--- config.mk ---
export PLATFORM = sky130hd
export DESIGN_NAME = icg_queue
export DESIGN_NICKNAME = d
export VERILOG_FILES = /design/src/design/icg_pkg.sv /design/src/design/icg_queue.sv
export SDC_FILE = /design/constraint.sdc
export NUM_CORES = 1
export LEC_CHECK = 0
export BUFFER_PORTS_ARGS = -buffer_cell sky130_fd_sc_hd__buf_4
export CAP_MARGIN = 20
export CORE_AREA = 2 2 79 81
export CTS_BUF_LIST = sky130_fd_sc_hd__clkbuf_4 sky130_fd_sc_hd__clkbuf_8
export CTS_CLUSTER_DIAMETER = 200
export CTS_CLUSTER_SIZE = 40
export DETAILED_ROUTE_END_ITERATION = 7
export DIE_AREA = 0 0 81 83
export HOLD_SLACK_MARGIN = 0.08
export PLACE_DENSITY = 0.79
export SLEW_MARGIN = 5
export SYNTH_ARGS = -nofsm -noshare
export SYNTH_HDL_FRONTEND = slang
export SYNTH_SLANG_ARGS = --single-unit
--- constraint.sdc ---
create_clock -name clk -period 2.23 [get_ports clk]
set_input_delay 0.223 -clock clk [delete_from_list [all_inputs] [get_ports clk]]
set_output_delay 0.223 -clock clk [all_outputs]
set_load 0.02 [all_outputs]
--- src/design/icg_pkg.sv ---
// ----------------------------------------------------------------------------
// icg_pkg
// Shared constants, types and helpers of the password candidate generator.
// ----------------------------------------------------------------------------
package icg_pkg;

  localparam int MaxKeyLen    = 8;
  localparam int AlphabetSize = 95;
  localparam int Rows         = AlphabetSize + 1;
  localparam int TriTables    = MaxKeyLen - 2;
  localparam int TriSize      = Rows * Rows * Rows;

  localparam int FirstAw = $clog2(Rows);
  localparam int PairAw  = $clog2(Rows * Rows);
  localparam int TriAw   = $clog2(TriTables * TriSize);
  localparam int PosW    = $clog2(MaxKeyLen);
  localparam int KeyW    = 8 * MaxKeyLen;
  localparam int CharsW  = $clog2(MaxKeyLen + 1);
  localparam int DigitW  = 7;
  localparam int CfgW    = 7;

  localparam logic [7:0] CharBase = 8'h20;

  // input commands
  localparam logic [1:0] CMD_WRITE = 2'd0;
  localparam logic [1:0] CMD_DIGIT = 2'd1;
  localparam logic [1:0] CMD_GEN   = 2'd2;

  // configuration register indexes
  localparam logic [1:0] REG_KEY_LEN = 2'd0;
  localparam logic [1:0] REG_FIXED   = 2'd1;
  localparam logic [1:0] REG_COUNT   = 2'd2;

  typedef enum logic [2:0] {
    OP_WR_FIRST = 3'd0,
    OP_WR_PAIR  = 3'd1,
    OP_WR_TRI   = 3'd2,
    OP_DIGIT    = 3'd3,
    OP_GEN      = 3'd4
  } op_t;

  typedef struct packed {
    op_t               op;
    logic [TriAw-1:0]  addr;
    logic [7:0]        data;
    logic [PosW-1:0]   digit;
  } qent_t;

  typedef struct packed {
    logic [PosW-1:0]   len;
    logic [PosW-1:0]   fixed;
    logic [DigitW-1:0] count;
  } cfg_t;

  // table row of a character, wraps modulo 256
  function automatic logic [7:0] row_of(input logic [7:0] c);
    return c - CharBase;
  endfunction

endpackage

--- src/design/icg_queue.sv ---
// ----------------------------------------------------------------------------
// icg_queue
// Two-entry queue between the front and the back part.
// ----------------------------------------------------------------------------
module icg_queue (
  input  logic           clk,
  input  logic           rst_n,
  input  logic           push,
  input  icg_pkg::qent_t push_ent,
  output logic           full,
  input  logic           pop,
  output logic           q_valid,
  output icg_pkg::qent_t q_ent
);

  icg_pkg::qent_t mem_r [2];
  logic           wr_ptr_r, wr_ptr_nxt;
  logic           rd_ptr_r, rd_ptr_nxt;
  logic [1:0]     count_r, count_nxt;
  logic           do_pop;

  assign do_pop  = pop && (count_r != 2'd0);
  assign full    = (count_r == 2'd2);
  assign q_valid = (count_r != 2'd0);
  assign q_ent   = mem_r[rd_ptr_r];

  // advance pointers and fill count
  always_comb begin
    wr_ptr_nxt = wr_ptr_r ^ push;
    rd_ptr_nxt = rd_ptr_r ^ do_pop;
    count_nxt  = count_r + {1'b0, push} - {1'b0, do_pop};
  end

  always_ff @(posedge clk) begin
    if (!rst_n) begin
      wr_ptr_r <= 1'b0;
      rd_ptr_r <= 1'b0;
      count_r  <= 2'd0;
    end else begin
      wr_ptr_r <= wr_ptr_nxt;
      rd_ptr_r <= rd_ptr_nxt;
      count_r  <= count_nxt;
    end
  end

  // hold entries
  always_ff @(posedge clk) begin
    if (push) begin
      mem_r[wr_ptr_r] <= push_ent;
    end
  end

endmodule

---- Word level (Yosys, flattened, before mapping) ----
Memories as Yosys holds them, arrays and structs flattened. A register that Yosys moved wholly into a read port is not among the register bits.
Index checks and enable logic that the tools add are counted.
storage, ports and cells
  bits of input ports ..................... 41
  logic and storage cells ................. 14
  register bits ........................... 4
  output and inout bits ................... 39
  memories kept ........................... 1
  bits in writable memories ............... 74
memory list
  name   depth  bits a word  rd ports  clocked after Yosys merged registers in  wr ports  RTL line         text
  mem_r  2      37           1         1                                        1         icg_queue.sv:16  icg_pkg::qent_t mem_r [2];
operators by class
  equal/unequal tests ..................... 1
  bitwise logic cells ..................... 2
  multiplexer cells ....................... 3
  add/subtract/negate cells ............... 2
  reductions and logical operators ........ 2
operator list
  cell                                        count
  2-to-1 mux 1 bit                            3
  adder 2 x 1 -> 2 bit                        1
  equality test 2 bit, second input constant  1
  nonzero test 2 bit                          1
  subtractor 2 x 1 -> 2 bit                   1
  XOR 1 bit                                   2
  logical AND 1 bit                           1

---- Logic depth before layout (Yosys ltp) ----
  word-level depth ........................ 4
  mapped depth ............................ 6
  gate-level depth less buffers ........... 6

---- Worst setup path after synthesis ----
OpenSTA, ideal clock, no wires.
  kind .................................... register to register
  start ................................... register wr_ptr_r
  end ..................................... memory mem_r[0][0] in the netlist's numbering, enable pin
  stages on the path, launching flop included .. 3
  data required time ...................... 1.832 ns
  setup time .............................. 0.398 ns
  path buffers ............................ 0
  clock period less this slack ............ 1.677 ns
  slack ................................... 0.553 ns
  data arrival time ....................... 1.280 ns
  path through ............................ dfxtp_1 > inv_1 > ha_1
RTL lines
  what                    RTL line         text
  from (decl)             icg_queue.sv:17  logic wr_ptr_r, wr_ptr_nxt;
  from (signal assigned)  icg_queue.sv:40  wr_ptr_r <= wr_ptr_nxt;
  to (decl)               icg_queue.sv:16
Straight into the memory's write port.

==> impl_metrics.ini <==
[critical_path]
crit_type = reg2out
reg2reg_from = count_r[1]
cp-end-kind = primary output
worst_r2r_path_depth = 6
critical_path.max_fanout = 37
worst_r2r_endpoint = count_r[1]
cp.required_ns = 2.01
reg2reg_slack_ns = 0.81
cp.arrival_ns = 1.50
critPathLaunchType = flop

[status]
status = complete, no violations

[sta]
finClkSkew_ns = 0.00780
finalHoldViolCount = 0
tns_ns = 0
worst_pin_slew_ns = 0.507
finalSetupViolCount = 0
final_max_slew_viol_count = 0
grt_setup_unrepaired = no
slew_headroom_pct = 66.2
fmax_ghz = 0.580
period_minus_slack_ns = 1.72
finalCritPeriodShare_pct = 77.3

[clocking]
cts_sinks = 79
cts_tree = yes
htree_levels = 3
clock_path_buffers = 2
clk_pin_slew_ns = 0.07
cts_root_buf = clkbuf_8
insertion_delay_ns = 0.34
post_cts_buffers = 0
numCtsBuffers = 9

[die]
die-width_um = 81
dieHeight_um = 83
rows = 28
core-area_um2 = 5820
die-area_um2 = 6720
ios = 80
start_util_pct = 52.9

[logic_synthesis]
synthCells = 138
ys_ff_latch = 79
synth_area_um2 = 3080
ys_types = 16
syn-mean-instance-area_um2 = 22.3
syn-num-nets = 183
ys_warn_count = 0
synth-seq-area-share_pct = 75.5

[detailed_routing]
vias = 1605
drt_wl_total_um = 5210
viasPerCell = 4.67
drcViolationCount = 0
drtPass1Iterations = 4
postRouteAntennaNets = 0
post_drt_wl_per_cell_um = 15.1
drt_iter0_markers = 105

[cells_and_area]
layout_common_cells = 79 x buf_4, 74 x edfxtp_1, 37 x dlygate4sd3_1
utilization_pct = 74.7
drive_gt1_share_pct = 51.3
syn_to_final_growth_pct = 41.3
fillers = 369
final_nets = 309
final_common_cell = buf_4
num_antenna_cells = 0
multi_input_comb_area_um2 = 676
regArea_um2 = 2320

[global_routing]
gr-total-overflow = 0
grt.total_usage_pct = 16.4
grt_pass1_wl_um = 8090
grt_pass1_vias = 1693
antenna_found_initial = 0
grt_max_degree = 38

[pwr]
peakVddDrop_mv = 0.753
power_density_nw_per_um2 = 945
leakage_nw = 1.72

[worst_hold_path]
hp-class = in2reg
holdPathStages = 2
hold_end = count_r[1]
hold_start = rst_n

[place]
dpl.hpwl_um = 3250
port_buffers = 79
gp_congestion = 0.684

[job]
maxCapViolations = 0
-- metrics by stage --
step | area, µm² | hold slack, ns | instances | worst slack, ns | total power [mW]
after floorplan | 3080 | 0.322 | 138 | 0.553 | 2.63
after global placement | 3760 | 0.408 | 291 | 0.841 | 2.95
after detailed placement | 3760 | 0.411 | 291 | 0.806 | 2.98
after CTS | 4340 | 0.123 | 344 | 0.491 | 4.15
after global routing | 4340 | 0.133 | 344 | 0.441 | 4.28
final | 4340 | 0.137 | 344 | 0.507 | 4.10
-- worst max-delay path by stage --
| stage | endpoint | slack [ns] | start |
|---|---|---|---|
| 2_1_floorplan | mem_r[0][0] | 0.55 | wr_ptr_r |
| 3_3_place_gp | mem_r[0][28] | 0.84 | wr_ptr_r |
| 3_5_place_dp | count_r[1] | 0.81 | count_r[1] |
| 4_1_cts | q_ent[0] | 0.49 | flop |
| 5_1_grt | q_ent[5] | 0.44 | flop |
| 6_report | q_ent[5] | 0.51 | flop |
-- area by class of cell --
class	count	area share, %
clock buffer	10	3.02
clock inverter	6	1.96
inverter	3	0.259
multi-input combinational	52	15.6
sequential	79	53.5
tap	75	2.16
timing repair buffer	119	23.6
-- registers in the layout (all words and copies together) (netlist names), named ones only --
signal	cells
mem_r	74
count_r	2
rd_ptr_r	1
wr_ptr_r	1
-- power breakdown --
part           internal, mW  switching [mW]  total, mW  leakage, nW
clock network         0.639           0.478       1.12        0.107
logic                 0.648           0.551       1.20        0.881
registers              1.75          0.0426       1.79        0.736
-- routing by layer --
layer  up-vias  routed length [µm]  track usage (%)  part of all wire, %
li1        784                   -                -                    -
met1       765                2210             19.6                   42
met2        48                2700             27.1                   52
met3         8                 199             3.04                  3.8
met4         0                 104             9.71                  2.0
met5         -                   0                0                    0
-- worst max-delay path: stages, from the launching register on --
cell and delay (ns):
dfxtp_2 0.34, buf_12 0.26, mux2_2 0.39, buf_4 0.16
-- timing repair --
action / in CTS / in global routing
setup endpoints to repair: 0 / 0
hold buffers: 37 / 0
resized for setup: 0 / 0
endpoints found under the hold margin: 74 / 0
-- synth_stat cells --
cell type / n / area share, %
or2_2: 1 / 0.20
nand2b_1: 1 / 0.20
mux2_2: 7 / 2.6
edfxtp_1: 74 / 72
xnor3_1: 1 / 0.73
nor2b_1: 3 / 0.61
and2_1: 1 / 0.20
buf_12: 3 / 2.0
buf_6: 1 / 0.37
o21a_1: 1 / 0.24
mux2i_1: 2 / 0.65
ha_1: 4 / 1.6
mux2_4: 30 / 15
inv_1: 3 / 0.37
nand2_1: 1 / 0.12
dfxtp_1: 5 / 3.3
-- kinds of logic after synthesis --
group / synth area share (%)
and+or+nand+nor: 1.34
AOI/OAI and AO/OA: 0.244
DFF: 75.5
muxes: 17.9
xor gates and xnor gates: 0.732
buffers and inverters: 2.69
adders and majority gates: 1.63
No activity file was read; power rests on OpenSTA's default activity.
