**src/design/icg_pkg.sv**
```systemverilog
// ----------------------------------------------------------------------------
// icg_pkg
// Shared constants, types and helpers of the password candidate generator.
// ----------------------------------------------------------------------------
package icg_pkg;

  localparam int MaxKeyLen    = 8;
  localparam int AlphabetSize = 95;
  localparam int Rows         = AlphabetSize + 1;
  localparam int TriTables    = MaxKeyLen - 2;
  localparam int TriSize      = Rows * Rows * Rows;

  localparam int FirstAw = $clog2(Rows);
  localparam int PairAw  = $clog2(Rows * Rows);
  localparam int TriAw   = $clog2(TriTables * TriSize);
  localparam int PosW    = $clog2(MaxKeyLen);
  localparam int KeyW    = 8 * MaxKeyLen;
  localparam int CharsW  = $clog2(MaxKeyLen + 1);
  localparam int DigitW  = 7;
  localparam int CfgW    = 7;

  localparam logic [7:0] CharBase = 8'h20;

  // input commands
  localparam logic [1:0] CMD_WRITE = 2'd0;
  localparam logic [1:0] CMD_DIGIT = 2'd1;
  localparam logic [1:0] CMD_GEN   = 2'd2;

  // configuration register indexes
  localparam logic [1:0] REG_KEY_LEN = 2'd0;
  localparam logic [1:0] REG_FIXED   = 2'd1;
  localparam logic [1:0] REG_COUNT   = 2'd2;

  typedef enum logic [2:0] {
    OP_WR_FIRST = 3'd0,
    OP_WR_PAIR  = 3'd1,
    OP_WR_TRI   = 3'd2,
    OP_DIGIT    = 3'd3,
    OP_GEN      = 3'd4
  } op_t;

  typedef struct packed {
    op_t               op;
    logic [TriAw-1:0]  addr;
    logic [7:0]        data;
    logic [PosW-1:0]   digit;
  } qent_t;

  typedef struct packed {
    logic [PosW-1:0]   len;
    logic [PosW-1:0]   fixed;
    logic [DigitW-1:0] count;
  } cfg_t;

  // table row of a character, wraps modulo 256
  function automatic logic [7:0] row_of(input logic [7:0] c);
    return c - CharBase;
  endfunction

endpackage

```
**src/design/icg_front.sv**
```systemverilog
// ----------------------------------------------------------------------------
// icg_front
// Accepts input items, drops meaningless ones and turns table writes into
// flat memory addresses.
// ----------------------------------------------------------------------------
module icg_front (
  input  logic                  in_valid,
  output logic                  in_ready,
  input  logic [1:0]            in_command,
  input  logic [2:0]            in_table_select,
  input  logic [6:0]            in_prev_two_index,
  input  logic [6:0]            in_prev_one_index,
  input  logic [6:0]            in_slot,
  input  logic [2:0]            in_digit_index,
  input  logic [7:0]            in_value,
  input  logic                  q_full,
  output logic                  push,
  output icg_pkg::qent_t        push_ent
);

  logic                       keep;
  logic [2:0]                 tsel;
  logic [icg_pkg::TriAw-1:0]  p1_w;
  logic [icg_pkg::TriAw-1:0]  p2_w;
  logic [icg_pkg::TriAw-1:0]  slot_w;
  logic [icg_pkg::TriAw-1:0]  rows_w;

  assign p1_w   = icg_pkg::TriAw'(in_prev_one_index);
  assign p2_w   = icg_pkg::TriAw'(in_prev_two_index);
  assign slot_w = icg_pkg::TriAw'(in_slot);
  assign rows_w = icg_pkg::TriAw'(icg_pkg::Rows);
  assign tsel   = in_table_select - 3'd2;

  // classify the item and form its address
  always_comb begin
    keep           = 1'b0;
    push_ent.op    = icg_pkg::OP_GEN;
    push_ent.addr  = '0;
    push_ent.data  = in_value;
    push_ent.digit = icg_pkg::PosW'(in_digit_index);
    case (in_command)
      icg_pkg::CMD_WRITE: begin
        if (in_table_select == 3'd0) begin
          keep          = (32'(in_slot) < icg_pkg::Rows);
          push_ent.op   = icg_pkg::OP_WR_FIRST;
          push_ent.addr = slot_w;
        end else if (in_table_select == 3'd1) begin
          keep          = (32'(in_slot) < icg_pkg::Rows) &&
                          (32'(in_prev_one_index) < icg_pkg::Rows);
          push_ent.op   = icg_pkg::OP_WR_PAIR;
          push_ent.addr = p1_w * rows_w + slot_w;
        end else begin
          keep          = (32'(in_slot) < icg_pkg::Rows) &&
                          (32'(in_prev_one_index) < icg_pkg::Rows) &&
                          (32'(in_prev_two_index) < icg_pkg::Rows) &&
                          (32'(tsel) < icg_pkg::TriTables);
          push_ent.op   = icg_pkg::OP_WR_TRI;
          push_ent.addr = icg_pkg::TriAw'(tsel) * icg_pkg::TriAw'(icg_pkg::TriSize)
                          + (p2_w * rows_w + p1_w) * rows_w + slot_w;
        end
      end
      icg_pkg::CMD_DIGIT: begin
        keep        = (32'(in_digit_index) < icg_pkg::MaxKeyLen);
        push_ent.op = icg_pkg::OP_DIGIT;
      end
      icg_pkg::CMD_GEN: begin
        keep        = 1'b1;
        push_ent.op = icg_pkg::OP_GEN;
      end
      default: begin
        keep = 1'b0;
      end
    endcase
  end

  assign in_ready = !q_full;
  assign push     = in_valid && in_ready && keep;

endmodule

```
**config.mk**
```make
export PLATFORM = sky130hd
export DESIGN_NAME = icg_front
export DESIGN_NICKNAME = d
export VERILOG_FILES = /design/src/design/icg_pkg.sv /design/src/design/icg_front.sv
export SDC_FILE = /design/constraint.sdc
export NUM_CORES = 1
export LEC_CHECK = 0
export BUFFER_PORTS_ARGS = -buffer_cell sky130_fd_sc_hd__buf_4
export CORE_ASPECT_RATIO = 0.8
export CORE_MARGIN = 2
export CORE_UTILIZATION = 40
export DETAILED_ROUTE_END_ITERATION = 6
export GPL_TIMING_DRIVEN = 0
export PLACE_DENSITY = 0.7
export SYNTH_ARGS = -nofsm -noshare
export SYNTH_HDL_FRONTEND = slang
export SYNTH_SLANG_ARGS = --single-unit
```
**constraint.sdc**
```tcl
create_clock -name vclk -period 6.75
set_input_delay 0.3375 -clock vclk [all_inputs]
set_output_delay 0.3375 -clock vclk [all_outputs]
set_load 0.01 [all_outputs]
```
Word level (Yosys, flattened, before mapping)
Cells that the tools add are included.

Register bits: 0. Bits of input ports: 39. Output and inout bits: 39. Logic and storage cells: 32.

$add $sub $neg: 5. $mul: 4. $lt $le $gt $ge: 4. Eq/ne operators: 3. Mux-type cells: 7. Reductions and logical operators: 9.

Operators by type and width (number): $mux 25 (2); $add 14x7->15 (2); $add 23x22->23 (1); $add 23x7->23 (1); $mux 23 (1); $lt 7x7->1 const B (3); $mul 7x2->9 const B (2); $mul 15x2->17 const B (1); $mul 3x5->8 const B (1); $pmux 3 s2 (1); $logic_and 1x1->1 (5); $eq 3x1->1 const B (1); $logic_not 3->1 (1); $lt 3x3->1 const B (1); $sub 3x2->3 const B (1); $eq 2x1->1 const B (1); $eq 2x2->1 const B (1); $logic_not 2->1 (1); $mux 1 (2); $pmux 1 s2 (1); $reduce_or 2->1 (1); $logic_not 1->1 (1).

Longest topological paths before layout
Gate-level depths: netlist of run 1.

Depth in word-level cells: 8. Mapped depth: 19. Gate-level depth less buffers: 19.

Worst setup path after synthesis of run 1
OpenSTA, ideal clock, no wires.

Path kind: input -> output. From: in in_prev_two_index[0]. To: out push_ent[33] (netlist name). Arrival: 4.635 ns. Required time: 6.412 ns. Setup slack: 1.777 ns. Cell stages on the path: 18. Path buffers: 0. Cells stage by stage: ha_1 fa_1 a21oi_1 o21ai_0 or4_1 nor3_1 nor2_1 ha_1 or2_2 a21oi_1 a31oi_1 xor2_1 ha_1 a21o_1 a21o_1 a21o_1 or3_2 a21oi_2.

RTL lines: from (decl) (RTL line icg_front.sv:11) `input logic [6:0] in_prev_two_index,`; to (decl) (RTL line icg_front.sv:18) `output icg_pkg::qent_t push_ent`.

==> impl_results.md, run 1 <==
- Worst setup SP type: input pin
- Share of cells above drive strength 1: 20.1%
- DP HPWL: 5.88 mm
- Largest net degree at the start of global routing: 11
- Synth Net Count: approximately 480
- Congestion Overflow GR: 0
- # fillers: 702
- Worst EP required: 6410 ps
- Actual slew at the worst max-slew pin: 1020 ps
- Net Switching: slightly below 0.0004 W
- Clock Buffer Count: 0
- Crit path launch: in_prev_two_index[0]
- 1st-iter DRT viols: about 110
- Fin area: 3420 sq um
- Initial core utilization: 41.1%
- Post-Place Worst Slack: about 1200 ps
- Total Wirelength: 6.85 mm
- Final WS setup: 1200 ps
- Sw Ratio: 54.9%
- Total die area: 7710 sq um
- Synth warn: 0
- Yosys cell types: 65
- Drt via density: approximately 5.4
- Area of the core: 6820 sq um
- Mapped Area: about 2800 sq um
- Layout Nets: 551
- Mapped Cells: 390
- Synth Area per Inst: roughly 7.2 sq um
- Area contributors post-synth: ha_1, a21oi_1, xor2_1
- ANT nets after route: 0
- Min-Delay Path Class: in2out
- Logic pwr share: 100.0%
- Area Growth Syn to Fin: 21.8%
- Final Hold Fails: 0
- Static Leak: 1.71 nW
- Total track usage: between 10% and 20%
- DRC errors left: 0
- Fin. max-slew vios: 0
- Max Clk Rate: 180 MHz
- Register share of total power: 0%
- Most frequent cells in the layout: buf_4, ha_1, inv_1
- Register Area: 0 sq um
- Critical path peak fanout: 5
- Max_cap viols: 0
- Die Width: roughly 98 microns
- Pint: 0.000316 W
- Post-CTS Setup Bufs: 0
- Multi-input gate area: 2570 sq um
- Power Density: 205 nW/um^2
- Most common cell after layout, fill and taps aside: buf_4
- First-pass GRT wire length: 11.8 mm
- Diode count: 0
- Post-CTS sizing: 0
- Final min period: 5550 ps
- I/O Buffers: 67
- Worst vdd ir: 100 uV
- RePlAce Congestion: 0.859
- Worst Setup EP: push_ent[33]
- Slowest CP cell: or4_1
- Crit path capture type: primary output
- Register area share after synthesis: 0%
- FP Rows: 27
- Cell taking the most area after synthesis: ha_1
- Kind of critical path: in2out
- Area after DPL: 3420 sq um
- Hold-fix buffers, CTS: 0
- Initial antenna violation count: 0
- Cell Chain, Critical Path: buf_4 > ha_1 > fa_1 > a21oi_1 > o21ai_0 > or4_1 > nor3_1 > nor2_1 > ha_1 > or2_2 > a21oi_1 > a31oi_1 > xor2_1 > ha_1 > a21o_1 > a21o_1 > a21o_1 > or3_2 > a21oi_2 > buf_4
- Die height: 78.9 microns
- FF+latch count: 0
- Headroom to the max-slew limit: 31.3%
- Final setup fails: 0
- Via count: 2939
- Clock network power share: 0%
- Top-area cell type share of the netlist area: 21.4%
- Delay of the slowest critical-path stage: 570 ps
- Worst path arrival time: 5210 ps
- Router iterations before antenna repair: 4
- DR WL/cell: 12.6 microns
- RSZ-0062 raised after global routing: no
- Vias in the first global route: 2625
- Final period utilization: 82.2%
- Run status: complete, no violations
- Total negative slack: 0 ps
- Number of I/O pins: 78
## synth_stat cells, types with 4 or more instances
cell / instances
ha_1: 48
inv_1: 33
nand2_1: 32
nor2_1: 31
a21oi_1: 28
o21ai_0: 19
xor2_1: 16
xnor2_1: 15
nor3_1: 12
buf_4: 11
a21o_1: 10
o21a_1: 10
mux2i_1: 7
nand3_1: 7
a211oi_1: 6
and2_1: 6
o211ai_1: 6
or3_1: 6
a31oi_1: 5
fa_1: 5
nor2b_1: 5
nor3b_1: 5
and3_1: 4
nand2b_1: 4
## metal layers
layer  track usage [%]  routed length, microns
met5                 0                       0
met1              26.4                    3670
met3             0.176                     172
met2              28.8                    2970
met4             0.972                      39
## kinds of logic (layout without fill, tap and decap cells)
group                      Yosys count  count (layout)  synth area share [%]
adders and majority gates           53              53                  25.0
xor gates and xnor gates            33              33                  11.3
AOI/OAI and AO/OA                  117             117                  28.4
muxes                                7               7                  2.50
and+or+nand+nor                    130             130                  24.3
buffers and inverters               50             117                  8.52
## area by class of cell
type / count / share of cell area, %
Tap cell: 87 / 3.18
Timing Repair Buffer: 67 / 14.7
Inverter: 33 / 3.62
Buffer: 17 / 3.37
Multi-Input combinational cell: 340 / 75.1
## power groups by stage
| stage | Sequential, W | Combinational [W] | Clock, W |
|---|---|---|---|
| 2_1_floorplan | 0 | 0.000536 | 0 |
| 3_3_place_gp | 0 | 0.000681 | 0 |
| 3_5_place_dp | 0 | 0.000693 | 0 |
| 4_1_cts | 0 | 0.000698 | 0 |
| 5_1_grt | 0 | 0.000786 | 0 |
| 6_report | 0 | 0.000700 | 0 |
## worst max-delay path, delay by kind of cell
kind | cells | cell delay [ps]
simple gates | 5 | 1790
compound gates | 8 | 1380
fa+ha+maj | 4 | 1280
buf+inv | 2 | 250
xor+xnor | 1 | 180
## through the flow
| step | util [%] | hold slack (ps) | total power [W] | std cells |
|---|---|---|---|---|
| 2_1_floorplan | - | 719 | 0.000536 | 390 |
| 3_3_place_gp | 50.1 | 852 | 0.000681 | 544 |
| 3_5_place_dp | 50.1 | 852 | 0.000693 | 544 |
| 4_1_cts | 50.1 | 852 | 0.000698 | 544 |
| 5_1_grt | 50.1 | 854 | 0.000786 | 544 |
| 6_report | 50.1 | 851 | 0.000700 | 544 |
## worst min path at each step
stage / startpoint / slack [ps] / endpoint / cells past startpoint
6_report: in_digit_index[0] / 850 / push_ent[0] / 2
5_1_grt: in_value[6] / 850 / push_ent[9] / 2
4_1_cts: in_digit_index[0] / 850 / push_ent[0] / 2
3_5_place_dp: in_digit_index[0] / 850 / push_ent[0] / 2
3_3_place_gp: in_digit_index[0] / 850 / push_ent[0] / 2
2_1_floorplan: q_full / 720 / in_ready / 1
(Power assumes the default switching activity.)
==> run 2: changes to the inputs <==
Settings changed: PLACE_DENSITY 0.7 to 0.72.
Clock period 6.75 ns to 4.5 ns, I/O delays scaled along.
==> run 2 against run 1 <==
Compared with the run above:
- the flow now finishes with violations (setup timing)
- count of clock-buffer cells in the layout did not move
- die area did not move
- sequential share of layout area did not move
- first-iteration DRC count fell by 3.5%
- cell count rose by 4.0%
- via count rose by 5.5%
- non-clock buffer count rose by 22
- power rose by 94%
- combinational power rose by 94%
- critical path type unchanged
- critical endpoint is now push_ent[32]
- largest power group unchanged
- highest routed layer unchanged
==> impl_results.md, run 2 (synthesized netlist as in run 1, its figures left out) <==
- Max Clk Rate: between 200 and 250 MHz
- Register Area: 0 sq um (unchanged)
- Fin. max-slew vios: 0 (unchanged)
- Worst vdd ir: 210 uV (+110%)
- Final core utilization: 58.0% (+7.9 points)
- Pint: 0.000658 W (+110%)
- Share of cells above drive strength 1: 33.6% (+13 points)
- Most frequent cells in the layout: buf_4, ha_1, inv_1
- Crit path capture type: primary output
- Fin area: 3960 sq um (+16%)
- # fillers: 631 (-10%)
- Clock Buffer Count: 0 (unchanged)
- Total die area: 7710 sq um (unchanged)
- Static Leak: 1.87 nW (+9.8%)
- Final setup fails: 3 (+3)
- Top sig layer: met4
- FF+latch count: 0 (unchanged)
- RePlAce Congestion: 0.869 (+1.2%)
- DRC errors left: 0 (unchanged)
- Max_cap viols: 0 (unchanged)
- Final Hold Fails: 0 (unchanged)
- Die height: 78.9 microns (unchanged)
- Worst EP required: 4280 ps (-2130 ps)
- Delay of the slowest critical-path stage: 570 ps (about the same)
- Buf+Inv Stages, Crit Path: 3 (+1)
- M1 WL: 3.64 mm (-0.85%)
- Initial core utilization: 41.1% (unchanged)
- Final period utilization: 104%
- Critical path peak fanout: 3 (-2)
- ANT nets after route: 0 (unchanged)
- Logic pwr share: 100.0% (about the same)
- Via count: 3100 (+5.5%)
- Number of I/O pins: 78 (unchanged)
- Slowest CP cell: or4_4
- Kind of critical path: in2out
- Worst setup SP type: input pin
- Register share of total power: 0% (unchanged)
- Area of the core: 6820 sq um (unchanged)
- CP delay by family, top: simple AND/OR/NAND/NOR gates
- I/O Buffers: 67 (unchanged)
- Vias in the first global route: 2672 (+1.8%)
- Routed met2 length: 3.80 mm (+28%)
- Total Wirelength: 7.79 mm (+14%)
- Area after DPL: 3450 sq um (+0.88%)
- Worst path arrival time: 4460 ps (-750 ps)
- Violated checks: setup timing
- Most common cell after layout, fill and taps aside: buf_4
- WL met3: 253 microns (+47%)
- Die Width: 97.7 microns (unchanged)
- Tot Pwr: 0.00136 W (+94%)
- Run status: complete, but fails checks
- Cell Chain, Critical Path: buf_8 > ha_4 > fa_2 > a21oi_4 > o21ai_2 > or4_4 > nor3_4 > nor2_2 > ha_1 > or2_4 > a21oi_2 > a31oi_2 > xor2_1 > ha_1 > a21o_1 > buf_6 > or3_1 > nor3_2 > o21a_1 > o21a_1 > buf_6
- Power Density: 343 nW/um^2 (+68%)
- Final min period: roughly 4700 ps
- Layout Nets: 573 (+4.0%)
- FP Rows: 27 (unchanged)
- Final WS setup: -184 ps (-1390 ps)
- Clock network power share: 0% (unchanged)
- DP HPWL: 5.95 mm (+1.3%)
- 1st-iter DRT viols: 110 (-3.5%)
- First-pass GRT wire length: 12.4 mm (+5.3%)
- Total track usage: 18.5% (+1.2 points)
- Congestion Overflow GR: 0 (unchanged)
- Largest net degree at the start of global routing: 11 (unchanged)
- Router iterations before antenna repair: 4 (unchanged)
- Min-Delay Path Class: in2out
- Net Switching: 0.000701 W (+83%)
- Sw Ratio: 51.6% (-3.3 points)
- Initial antenna violation count: 0 (unchanged)
- Headroom to the max-slew limit: 60.0% (+29 points)
- Drt via density: 5.48 (+1.4%)
- Diode count: 0 (unchanged)
- RSZ-0062 raised after global routing: yes
- DR WL/cell: 13.8 microns (+9.3%)
- Actual slew at the worst max-slew pin: 596 ps (-421 ps)
- Area Growth Syn to Fin: 41.1%
run 2: repair_timing:
item / CTS / global route
hold buffers: 0 / 0
buffers inserted: 17 / 5
pin swaps: 25 / 9
endpoints found under the setup margin: 6 / 6
gates resized for setup: 42 / 20
run 2: area by class of cell:
cell class / instances / area, sq um / share of cell area, %
plain buffers: 17 / 115 / 2.91
well taps: 87 / 109 / 2.75
repair buffers: 89 / 691 / 17.4
multi-input cells: 340 / 2920 / 73.8
inverters: 33 / 124 / 3.13
run 2: final timing paths:
kind	from	to	slack (ps)	cells after the start
max	in_prev_two_index[1]	push_ent[32]	-180	21
min	in_value[6]	push_ent[9]	630	2
run 2: power groups by stage:
stage / clock network, W / logic [W] / registers [W]
CTS: 0 / 0.00124 / 0
global route: 0 / 0.00149 / 0
floorplan: 0 / 0.000815 / 0
detailed placement: 0 / 0.00105 / 0
global placement: 0 / 0.00102 / 0
finish: 0 / 0.00136 / 0
run 2: stage by stage:
step,TNS [ps],instances,setup WS [ps],hold WS [ps]
6_report,-332,566,-184,626
5_1_grt,-1070,566,-373,630
4_1_cts,-174,561,-89.1,627
3_5_place_dp,-2560,544,-603,627
3_3_place_gp,-2280,544,-554,627
2_1_floorplan,0,390,21.5,494
run 2: routing by layer:
layer  vias to the layer above  GRT usage, %
met4                         0          1.67
li1                       1585             -
met2                        66          32.7
met1                      1441          26.3
met5                         -             0
met3                         8         0.264
